[src/design/reb_pkg.sv]
// shared types and constants for the rotary encoder and button event decoder
package reb_pkg;

  // item operation codes
  typedef enum logic [1:0] {
    OP_ENCODER = 2'd0,
    OP_BUTTON  = 2'd1,
    OP_CLEAR   = 2'd2,
    OP_NONE    = 2'd3
  } opcode_e;

  // button machine phases
  typedef enum logic [2:0] {
    PH_WAIT_PRESS = 3'd0,
    PH_DEBOUNCE   = 3'd1,
    PH_WAIT_HOLD  = 3'd2,
    PH_HELD       = 3'd3,
    PH_HOLD_TURN  = 3'd4
  } phase_e;

  // encoder line patterns
  localparam logic [1:0] LINES_IDLE  = 2'd3;
  localparam logic [1:0] LINES_ERROR = 2'd0;

  // event flag bits
  localparam logic [5:0] FLAG_CLICK = 6'h10;
  localparam logic [5:0] FLAG_HOLD  = 6'h20;

  // register indexes, taken from paddr[2]
  localparam logic REG_DEBOUNCE = 1'b0;
  localparam logic REG_HOLD     = 1'b1;

  // register reset values
  localparam logic [7:0]  DEBOUNCE_RESET = 8'd5;
  localparam logic [15:0] HOLD_RESET     = 16'd100;

  // decoder state
  typedef struct packed {
    logic        armed;
    phase_e      phase;
    logic [5:0]  events;
    logic [7:0]  debounce_count;
    logic [15:0] hold_count;
  } state_t;

  // configuration registers
  typedef struct packed {
    logic [7:0]  debounce_ticks;
    logic [15:0] hold_ticks;
  } cfg_t;

endpackage

[src/design/reb_step.sv]
// next-state and result logic for one item
module reb_step (
  input  reb_pkg::state_t  state_i,
  input  reb_pkg::cfg_t    cfg_i,
  input  logic [1:0]       opcode_i,
  input  logic [1:0]       phase_lines_i,
  input  logic             button_level_i,
  input  logic [5:0]       clear_mask_i,
  output reb_pkg::state_t  state_o,
  output logic [5:0]       event_flags_o
);

  reb_pkg::state_t enc_st;
  reb_pkg::state_t btn_st;

  // encoder sample
  always_comb begin
    enc_st = state_i;
    if (!state_i.armed) begin
      if (phase_lines_i == reb_pkg::LINES_IDLE) begin
        enc_st.armed = 1'b1;
      end
    end else if (phase_lines_i != reb_pkg::LINES_IDLE) begin
      enc_st.armed = 1'b0;
      if (phase_lines_i != reb_pkg::LINES_ERROR) begin
        if (button_level_i) begin
          enc_st.events = state_i.events | {2'b00, phase_lines_i, 2'b00};
          enc_st.phase  = reb_pkg::PH_HOLD_TURN;
        end else begin
          enc_st.events = state_i.events | {4'b0000, phase_lines_i};
        end
      end
    end
  end

  // button machine, steps applied in order within one item
  always_comb begin
    btn_st = state_i;
    // phases that cannot arise behave as waiting for press
    if (btn_st.phase != reb_pkg::PH_WAIT_PRESS && btn_st.phase != reb_pkg::PH_DEBOUNCE &&
        btn_st.phase != reb_pkg::PH_WAIT_HOLD && btn_st.phase != reb_pkg::PH_HELD &&
        btn_st.phase != reb_pkg::PH_HOLD_TURN) begin
      btn_st.phase = reb_pkg::PH_WAIT_PRESS;
    end
    if (btn_st.phase == reb_pkg::PH_WAIT_PRESS && button_level_i) begin
      btn_st.phase = reb_pkg::PH_DEBOUNCE;
    end
    // debounce countdown
    if (btn_st.phase == reb_pkg::PH_DEBOUNCE) begin
      btn_st.debounce_count = btn_st.debounce_count - 8'd1;
      if (btn_st.debounce_count == 8'd0) begin
        btn_st.debounce_count = cfg_i.debounce_ticks;
        btn_st.phase = button_level_i ? reb_pkg::PH_WAIT_HOLD : reb_pkg::PH_WAIT_PRESS;
      end
    end
    // hold countdown, release gives click
    if (btn_st.phase == reb_pkg::PH_WAIT_HOLD) begin
      if (!button_level_i) begin
        btn_st.events     = btn_st.events | reb_pkg::FLAG_CLICK;
        btn_st.hold_count = cfg_i.hold_ticks;
        btn_st.phase      = reb_pkg::PH_WAIT_PRESS;
      end
      btn_st.hold_count = btn_st.hold_count - 16'd1;
      if (btn_st.hold_count == 16'd0) begin
        btn_st.events     = btn_st.events | reb_pkg::FLAG_HOLD;
        btn_st.hold_count = cfg_i.hold_ticks;
        btn_st.phase      = reb_pkg::PH_HELD;
      end
    end
    // release after hold or turn re-arms
    if (!button_level_i &&
        (btn_st.phase == reb_pkg::PH_HOLD_TURN || btn_st.phase == reb_pkg::PH_HELD)) begin
      btn_st.phase = reb_pkg::PH_WAIT_PRESS;
    end
  end

  // select by opcode
  always_comb begin
    state_o       = state_i;
    event_flags_o = state_i.events;
    unique case (reb_pkg::opcode_e'(opcode_i))
      reb_pkg::OP_ENCODER: begin
        state_o       = enc_st;
        event_flags_o = enc_st.events;
      end
      reb_pkg::OP_BUTTON: begin
        state_o       = btn_st;
        event_flags_o = btn_st.events;
      end
      reb_pkg::OP_CLEAR: begin
        state_o.events = state_i.events & ~clear_mask_i;
      end
      reb_pkg::OP_NONE: begin
        state_o = state_i;
      end
      default: begin
        state_o = state_i;
      end
    endcase
  end

endmodule

[src/design/rotary_encoder_button_events.sv]
// top level: rotary encoder and push button event decoder
// the result is formed through the input register and then the result register
// throughput: one item per cycle unless the result stalls; state is updated in the same
// cycle it leaves the input register, so back-to-back items see the previous item's state
// reset: asynchronous active low; clears stored events, disarms the encoder, idles
// the button machine and loads debounce 5 and hold 100 into registers and countdowns
module rotary_encoder_button_events (
  input  logic        clk_i,
  input  logic        rst_ni,
  // input items
  input  logic        in_valid_i,
  output logic        in_stall_o,
  input  logic [1:0]  opcode_i,
  input  logic [1:0]  phase_lines_i,
  input  logic        button_level_i,
  input  logic [5:0]  clear_mask_i,
  // result items
  output logic        out_valid_o,
  input  logic        out_stall_i,
  output logic [5:0]  event_flags_o,
  // register port
  input  logic        psel,
  input  logic        penable,
  input  logic        pwrite,
  input  logic [2:0]  paddr,
  input  logic [31:0] pwdata,
  output logic [31:0] prdata,
  output logic        pready
);

  logic            in_valid_q;
  logic [1:0]      opcode_q;
  logic [1:0]      phase_lines_q;
  logic            button_level_q;
  logic [5:0]      clear_mask_q;
  logic            out_valid_q;
  logic [5:0]      flags_q;
  logic [5:0]      flags_d;
  logic            advance;
  logic            cfg_wr;
  reb_pkg::cfg_t   cfg_q;
  reb_pkg::state_t state_q;
  reb_pkg::state_t state_d;

  // handshake: the input stage moves on when the result register is free or draining
  assign advance     = in_valid_q && (!out_valid_q || !out_stall_i);
  assign in_stall_o  = in_valid_q && !advance;
  assign out_valid_o = out_valid_q;
  assign event_flags_o = flags_q;

  // input register
  always_ff @(posedge clk_i or negedge rst_ni) begin
    if (!rst_ni) begin
      in_valid_q <= 1'b0;
    end else if (!in_stall_o) begin
      in_valid_q <= in_valid_i;
    end
  end

  always_ff @(posedge clk_i) begin
    if (in_valid_i && !in_stall_o) begin
      opcode_q       <= opcode_i;
      phase_lines_q  <= phase_lines_i;
      button_level_q <= button_level_i;
      clear_mask_q   <= clear_mask_i;
    end
  end

  // item logic
  reb_step u_step (
    .state_i        (state_q),
    .cfg_i          (cfg_q),
    .opcode_i       (opcode_q),
    .phase_lines_i  (phase_lines_q),
    .button_level_i (button_level_q),
    .clear_mask_i   (clear_mask_q),
    .state_o        (state_d),
    .event_flags_o  (flags_d)
  );

  // result register
  always_ff @(posedge clk_i or negedge rst_ni) begin
    if (!rst_ni) begin
      out_valid_q <= 1'b0;
    end else if (advance) begin
      out_valid_q <= 1'b1;
    end else if (!out_stall_i) begin
      out_valid_q <= 1'b0;
    end
  end

  always_ff @(posedge clk_i) begin
    if (advance) begin
      flags_q <= flags_d;
    end
  end

  // register port
  assign pready = 1'b1;
  assign cfg_wr = psel && penable && pwrite && pready;

  always_comb begin
    if (paddr[2] == reb_pkg::REG_HOLD) begin
      prdata = {16'd0, cfg_q.hold_ticks};
    end else begin
      prdata = {24'd0, cfg_q.debounce_ticks};
    end
  end

  always_ff @(posedge clk_i or negedge rst_ni) begin
    if (!rst_ni) begin
      cfg_q.debounce_ticks <= reb_pkg::DEBOUNCE_RESET;
      cfg_q.hold_ticks     <= reb_pkg::HOLD_RESET;
    end else if (cfg_wr) begin
      if (paddr[2] == reb_pkg::REG_DEBOUNCE) begin
        cfg_q.debounce_ticks <= pwdata[7:0];
      end else begin
        cfg_q.hold_ticks <= pwdata[15:0];
      end
    end
  end

  // decoder state; a register write also reloads its countdown and wins over an item's update
  always_ff @(posedge clk_i or negedge rst_ni) begin
    if (!rst_ni) begin
      state_q.armed          <= 1'b0;
      state_q.phase          <= reb_pkg::PH_WAIT_PRESS;
      state_q.events         <= 6'd0;
      state_q.debounce_count <= reb_pkg::DEBOUNCE_RESET;
      state_q.hold_count     <= reb_pkg::HOLD_RESET;
    end else if (cfg_wr) begin
      if (paddr[2] == reb_pkg::REG_DEBOUNCE) begin
        state_q.debounce_count <= pwdata[7:0];
      end else begin
        state_q.hold_count <= pwdata[15:0];
      end
    end else if (advance) begin
      state_q <= state_d;
    end
  end

endmodule

[config.mk]
export PLATFORM = sky130hd
export DESIGN_NAME = rotary_encoder_button_events
export DESIGN_NICKNAME = d
export VERILOG_FILES = /design/src/design/reb_pkg.sv /design/src/design/reb_step.sv /design/src/design/rotary_encoder_button_events.sv
export SDC_FILE = /design/constraint.sdc
export NUM_CORES = 1
export LEC_CHECK = 0
export BUFFER_PORTS_ARGS = -buffer_cell sky130_fd_sc_hd__buf_2
export CORE_ASPECT_RATIO = 1.4
export CORE_MARGIN = 5
export CORE_UTILIZATION = 45
export CTS_CLUSTER_DIAMETER = 30
export DETAILED_ROUTE_END_ITERATION = 8
export PLACE_DENSITY = 0.7
export SYNTH_ARGS = -nofsm -noshare
export SYNTH_HDL_FRONTEND = slang
export SYNTH_SLANG_ARGS = --single-unit
[constraint.sdc]
create_clock -name clk_i -period 3.2 [get_ports clk_i]
set_clock_uncertainty 0.05 [all_clocks]
set_input_delay 0.16 -clock clk_i [delete_from_list [all_inputs] [get_ports clk_i]]
set_output_delay 0.16 -clock clk_i [all_outputs]
set_load 0.01 [all_outputs]
Word-level counts from Yosys, hierarchy flattened
Cells that the tools add are included.
{"block": "word_totals", "elab_cells": 113, "ff_bits": 77, "out_inout_bits": 41}
{"block": "classes", "n_eq_ne": 20, "add_sub_neg": 2, "n_bitwise": 8, "muxes": 33, "reduce_logical": 36}
{"cell": "2-to-1 mux 16 bit", "count": 6}
{"cell": "2-to-1 mux 24 bit", "count": 3}
{"cell": "2-to-1 mux 9 bit", "count": 5}
{"cell": "2-to-1 mux 8 bit", "count": 3}
{"cell": "2-to-1 mux 3 bit", "count": 6}
{"cell": "case mux 6 bit (3 select lines)", "count": 1}
{"cell": "zero test 16 bit", "count": 1}
{"cell": "subtractor 16 x 1 -> 16 bit, second input constant", "count": 1}
{"cell": "case mux 6 bit (2 select lines)", "count": 1}
{"cell": "AND reduction 4 bit", "count": 3}
{"cell": "nonzero test 2 bit", "count": 6}
{"cell": "logical AND 1 bit", "count": 11}
{"cell": "2-to-1 mux 10 bit", "count": 1}
{"cell": "inequality test 2 bit, second input constant", "count": 5}
{"cell": "zero test 8 bit", "count": 1}
{"cell": "case mux 4 bit (2 select lines)", "count": 1}
{"cell": "subtractor 8 x 1 -> 8 bit, second input constant", "count": 1}
{"cell": "AND reduction 7 bit", "count": 1}
{"cell": "bitwise AND 6 bit", "count": 1}
{"cell": "== test 2 bit, second input constant", "count": 3}
{"cell": "== test 3 x 2 -> 1 bit, second input constant", "count": 2}
{"cell": "2-to-1 mux 6 bit", "count": 1}
{"cell": "inequality test 2 x 1 -> 1 bit, second input constant", "count": 3}
{"cell": "inequality test 3 x 2 -> 1 bit, second input constant", "count": 2}
{"cell": "other kinds (18)", "count": 30}

Longest topological paths before layout
{"block": "logic_depth", "depth_word": 22, "ltp_mapped": 16, "mapped_depth_nobuf": 10}

Cells and area by module
From an unflattened synthesis, not the netlist that was laid out.
{"block": "unflattened", "cells_unflattened": 530, "area_unflattened_um2": 5302.6}
{"mod": "rotary_encoder_button_events", "cells_per_inst": 219, "n_inst": 1, "area_each_um2": 3313.2}
{"mod": "reb_step", "cells_per_inst": 311, "n_inst": 1, "area_each_um2": 1989.4}

Least setup slack after synthesis
Ideal clock, no wire load.
{"block": "synth_timing", "path_type": "register -> register", "from": "reg button_level_q", "to": "reg state_q[5] in the netlist's numbering", "t_arrival_ns": 3.120, "period_less_slack_ns": 3.256, "required_ns": 3.064, "slack_ns": -0.056, "setup_ns": 0.086, "path_buffers": 7, "path_stages_with_launch": 17, "path_cell_list": "edfxtp_1 -> buf_6 -> buf_6 -> buf_6 -> buf_2 -> clkbuf_1 -> mux2i_1 -> ha_1 -> o211ai_2 -> nor4bb_1 -> o21ai_1 -> a22oi_1 -> and2_4 -> buf_6 -> buf_12 -> a21oi_1 -> o31ai_2"}
{"block": "synth_via", "elab_chain_len": 9, "word_cells_on_any_way": 18, "cone_classes": "add/sub (1); eq/ne (2); mux (11); reduce/logical (4)"}
{"item": "start: declaration", "line": "rotary_encoder_button_events.sv:34", "text": "logic button_level_q;"}
{"item": "start signal: assignment", "line": "rotary_encoder_button_events.sv:64", "text": "button_level_q <= button_level_i;"}
{"item": "2-to-1 mux 16 bit", "line": "reb_step.sv:58", "text": "if (!button_level_i) begin"}
{"item": "2-to-1 mux 16 bit", "line": "reb_step.sv:57", "text": "if (btn_st.phase == reb_pkg::PH_WAIT_HOLD) begin"}
{"item": "subtractor 16 x 1 -> 16 bit", "line": "reb_step.sv:63", "text": "btn_st.hold_count = btn_st.hold_count - 16'd1;"}
{"item": "zero test 16 bit", "line": "reb_step.sv:64", "text": "if (btn_st.hold_count == 16'd0) begin"}
{"item": "2-to-1 mux 16 bit", "line": "reb_step.sv:64"}
{"item": "2-to-1 mux 16 bit", "line": "reb_step.sv:57"}
{"item": "2-to-1 mux 24 bit", "line": "reb_step.sv:81", "text": "unique case (reb_pkg::opcode_e'(opcode_i))"}
{"item": "2-to-1 mux 24 bit", "line": "rotary_encoder_button_events.sv:137", "text": "end else if (advance) begin"}
{"item": "2-to-1 mux 24 bit", "line": "rotary_encoder_button_events.sv:131", "text": "end else if (cfg_wr) begin"}
{"item": "end signal: assignment", "line": "rotary_encoder_button_events.sv:138", "text": "state_q <= state_d;"}
{"item": "end: declaration", "line": "rotary_encoder_button_events.sv:42", "text": "reb_pkg::state_t state_q;"}
Parallel ways exist; a longest one is shown, timed or not. The select of a mux whose other input is x is not followed.
A chain may end at the register's enable or synchronous reset.

Worst setup path after layout
{"block": "layout_timing", "from": "reg button_level_q", "to": "reg state_q[30] in the netlist's numbering"}
{"block": "layout_via", "elab_chain_len": 12, "word_cells_on_any_way": 23, "cone_classes": "add/sub (1); eq/ne (5); mux (11); reduce/logical (6)"}
{"item": "parallel branches: the longest is 12 deep, another holds subtractor 16 x 1 -> 16 bit"}
Several ways; the timed one is not identified. The select of a mux whose other input is x is not followed.

==> qor.yml <==
gp_congestion: 0.822
first_global_vias: 3926
first_pass_iters: 5
maxCapViolCount: 0
synth-seq-cells: 77
synthSimpleGateAreaFrac_pct: 17.7
synth.cell_area_um2: 4900
min_period_ps: 2930
cts-root-buf: "clkbuf_16"
yosys_warnings: 0
dieArea_um2: 13100
via_per_inst: 5.56
ys_seq_area_share_pct: 41.3
diodes: 0
portBuffers: 58
clk-insertion-delay-late_ps: 340
vdd_ir_drop_max_mv: 0.367
setup_violations: 0
start_util_pct: 45.5
grt_max_degree: 45
drt_iter0_drc: 170
power.total_uw: 3770
switchingPower_uw: 1310
p_int_uw: 2450
io_pins: 94
seqCellArea_um2: 2020
crit_type: "register to register"
fill_cells: 988
layout-drive-gt1-share_pct: 28.9
synth_area_leader_cell: "dfrtp_1"
post_drt_wl_per_cell_um: 16.1
rsz0062_at_grt: "false"
synthXorXnorAreaFrac_pct: 2.50
use_met3_pct: 3.40
relSlewSlack_pct: 33.3
cp-start-kind: "register"
final_nets: 613
vias: 3866
ctsHoldBuffers: 13
wl_um: 11200
p_per_area_nw_per_um2: 664
cts_made_buffers: 9
synth_area_leaders: "dfrtp_1 (26%), edfxtp_1 (10%), mux2_2 (7.8%)"
required_ps: 3370
crit_fanout: 26
hold_path_class: "primary input to register"
synth_top_family_by_area: "simple AND/OR/NAND/NOR gates"
synth-async-reset-ratio_pct: 77.9
clock_sinks: 77
pwr-share-clk_pct: 27.1
grt_usage_pct: 17.7
die_w_um: 98.2
synth-compound-area-share_pct: 17.5
hold_violations: 0
grt_pass1_wl_um: 19000
hpwl_um: 7850
seqPwrFrac_pct: 41.9
cp.arrival_ps: 3100
synth_top_cell_area_share_pct: 25.5
synth_edf_count: 17
synth_fa_ha_area_share_pct: 2.81
rows: 45
hold_depth: 2
r2r_cells: 10
cts.clk_slew.worst_paths_ps: 60
core_region_area_um2: 10800
ctsResizeCount: 0
die_h_um: 133
max_freq_mhz: 341
power.leakage_uw: 0.00239
busiest_layer: "met2"
worst_setup_path_end_kind: "register"
syn_avg_cell_area_um2: 10.1
syn_inst: 486
cts.path.max_buffers: 2
antenna_found_initial: 0
ys_types: 69
multi_input_area_um2: 2610
combPwrFrac_pct: 31.0
htree_levels: 3
synth_mux_area_share_pct: 11.4
min_period_over_period_pct: 91.7
drv_slew: 0
switching_share_pct: 34.8
drc: 0
worst_pin_slew_ps: 1000
cts_tree: "done"
grt-ovfl-total: 0
syn2layout_area_growth_pct: 15.7
grtUsageMet1_pct: 21.6
status: "complete, no violations"
ant_nets: 0
postCtsSetupRepairBufs: 0
grt_use_met2_pct: 30.5
setup_tns_ps: 0
synth_top_flop_cell: "dfrtp_1"
[metrics by stage]
step	hold WS, ps	instance area, µm²	setup slack (ps)	std cells	util (%)
2_1_floorplan	-186	4960	42.4	501	-
3_3_place_gp	287	5240	337	666	48.7
6_report	18.6	5670	267	695	52.7
5_1_grt	23.0	5670	41.7	695	52.7
4_1_cts	10.6	5670	258	695	52.7
3_5_place_dp	288	5240	269	666	48.7
[synth_stat cells, drive strengths merged (6+ instances only)]
master  count
a211oi     10
a21oi      21
a31oi      11
and2       12
buf        26
clkbuf     17
dfrtp      50
dfstp      10
edfxtp     17
ha         11
inv        13
mux2       36
mux2i      14
nand2      44
nand2b      7
nor2       36
nor2b       9
nor3       17
nor3b       9
nor4        6
nor4b       6
o21ai      20
o22a        6
o31ai      15
xnor2      10
[critical path, stage by stage, from the launching register on]
cell and delay, ps:
edfxtp_1 380, buf_12 190, buf_4 280, mux2i_1 470
nand2_1 120, nor3_2 130, xor2_1 230, o2111a_2 260
and2_4 310, o31ai_1 110, a32o_1 260
[state kept, by name, summed over array words and instances, names as in the netlist]
register        count
event_flags_o       6
clear_mask_q        6
button_level_q      1
in_valid_q          1
state_q            34
cfg_q              24
phase_lines_q       2
opcode_q            2
out_valid_o         1
[layer usage]
layer | part of all wire (%) | up-vias
met5 | 0 | -
met4 | 2.4 | 0
met3 | 4.7 | 19
met2 | 51 | 98
met1 | 42 | 1870
li1 | - | 1879
[layout by cell type (no fill, tap or decap), types with 7 or more instances in the layout]
cell and instances:
a211oi_1 7, a21oi_1 17, a31oi_1 11, and2_1 11, buf_2 58, buf_4 7, clkbuf_16 9, conb_1 17
dfrtp_1 50, dfstp_2 10, dlygate4sd3_1 13, edfxtp_1 17, ha_1 11, inv_1 13, mux2_2 34, mux2i_1 13
nand2_1 44, nand2b_1 7, nor2_1 35, nor2b_1 9, nor3_1 15, nor3b_1 8, o21ai_0 18, o31ai_2 10
xnor2_1 10
[power groups by stage]
| stage | logic, µW | registers, µW | clock network, µW |
|---|---|---|---|
| 2_1_floorplan | 950 | 1490 | 0 |
| 3_3_place_gp | 1110 | 1570 | 0 |
| 3_5_place_dp | 1150 | 1580 | 0 |
| 4_1_cts | 1170 | 1570 | 1040 |
| 5_1_grt | 1310 | 1620 | 1080 |
| 6_report | 1170 | 1580 | 1020 |
[final timing paths]
path	start	end	slack, ps
min in group asynchronous	rst_ni	cfg_q[20]	490
min reg2reg	state_q[6]	state_q[6]	450
max in group asynchronous	rst_ni	state_q[6]	1750
min	pwdata[11]	cfg_q[11]	20
max reg2reg	button_level_q	state_q[30]	270
max	button_level_q	state_q[30]	270
[area by class of cell]
type	count	share of cell area [%]
multi-input cells	368	46.0
flip-flops and latches	77	35.7
repair buffers	80	9.05
clock buffers	9	3.97
well taps	141	3.11
clock inverters	7	1.32
inverters	13	0.861
[cells by family (layout without fill, tap and decap cells)]
group | after synthesis | count (layout)
AO/OA/AOI/OAI | 112 | 112
flip-flops | 77 | 77
multiplexers | 50 | 50
other | 2 | 17
XOR/XNOR | 14 | 14
adder cells (fa/ha/maj) | 11 | 11
buffers and inverters | 56 | 109
AND/OR/NAND/NOR | 164 | 164
Power figures use the tool's default switching activity.
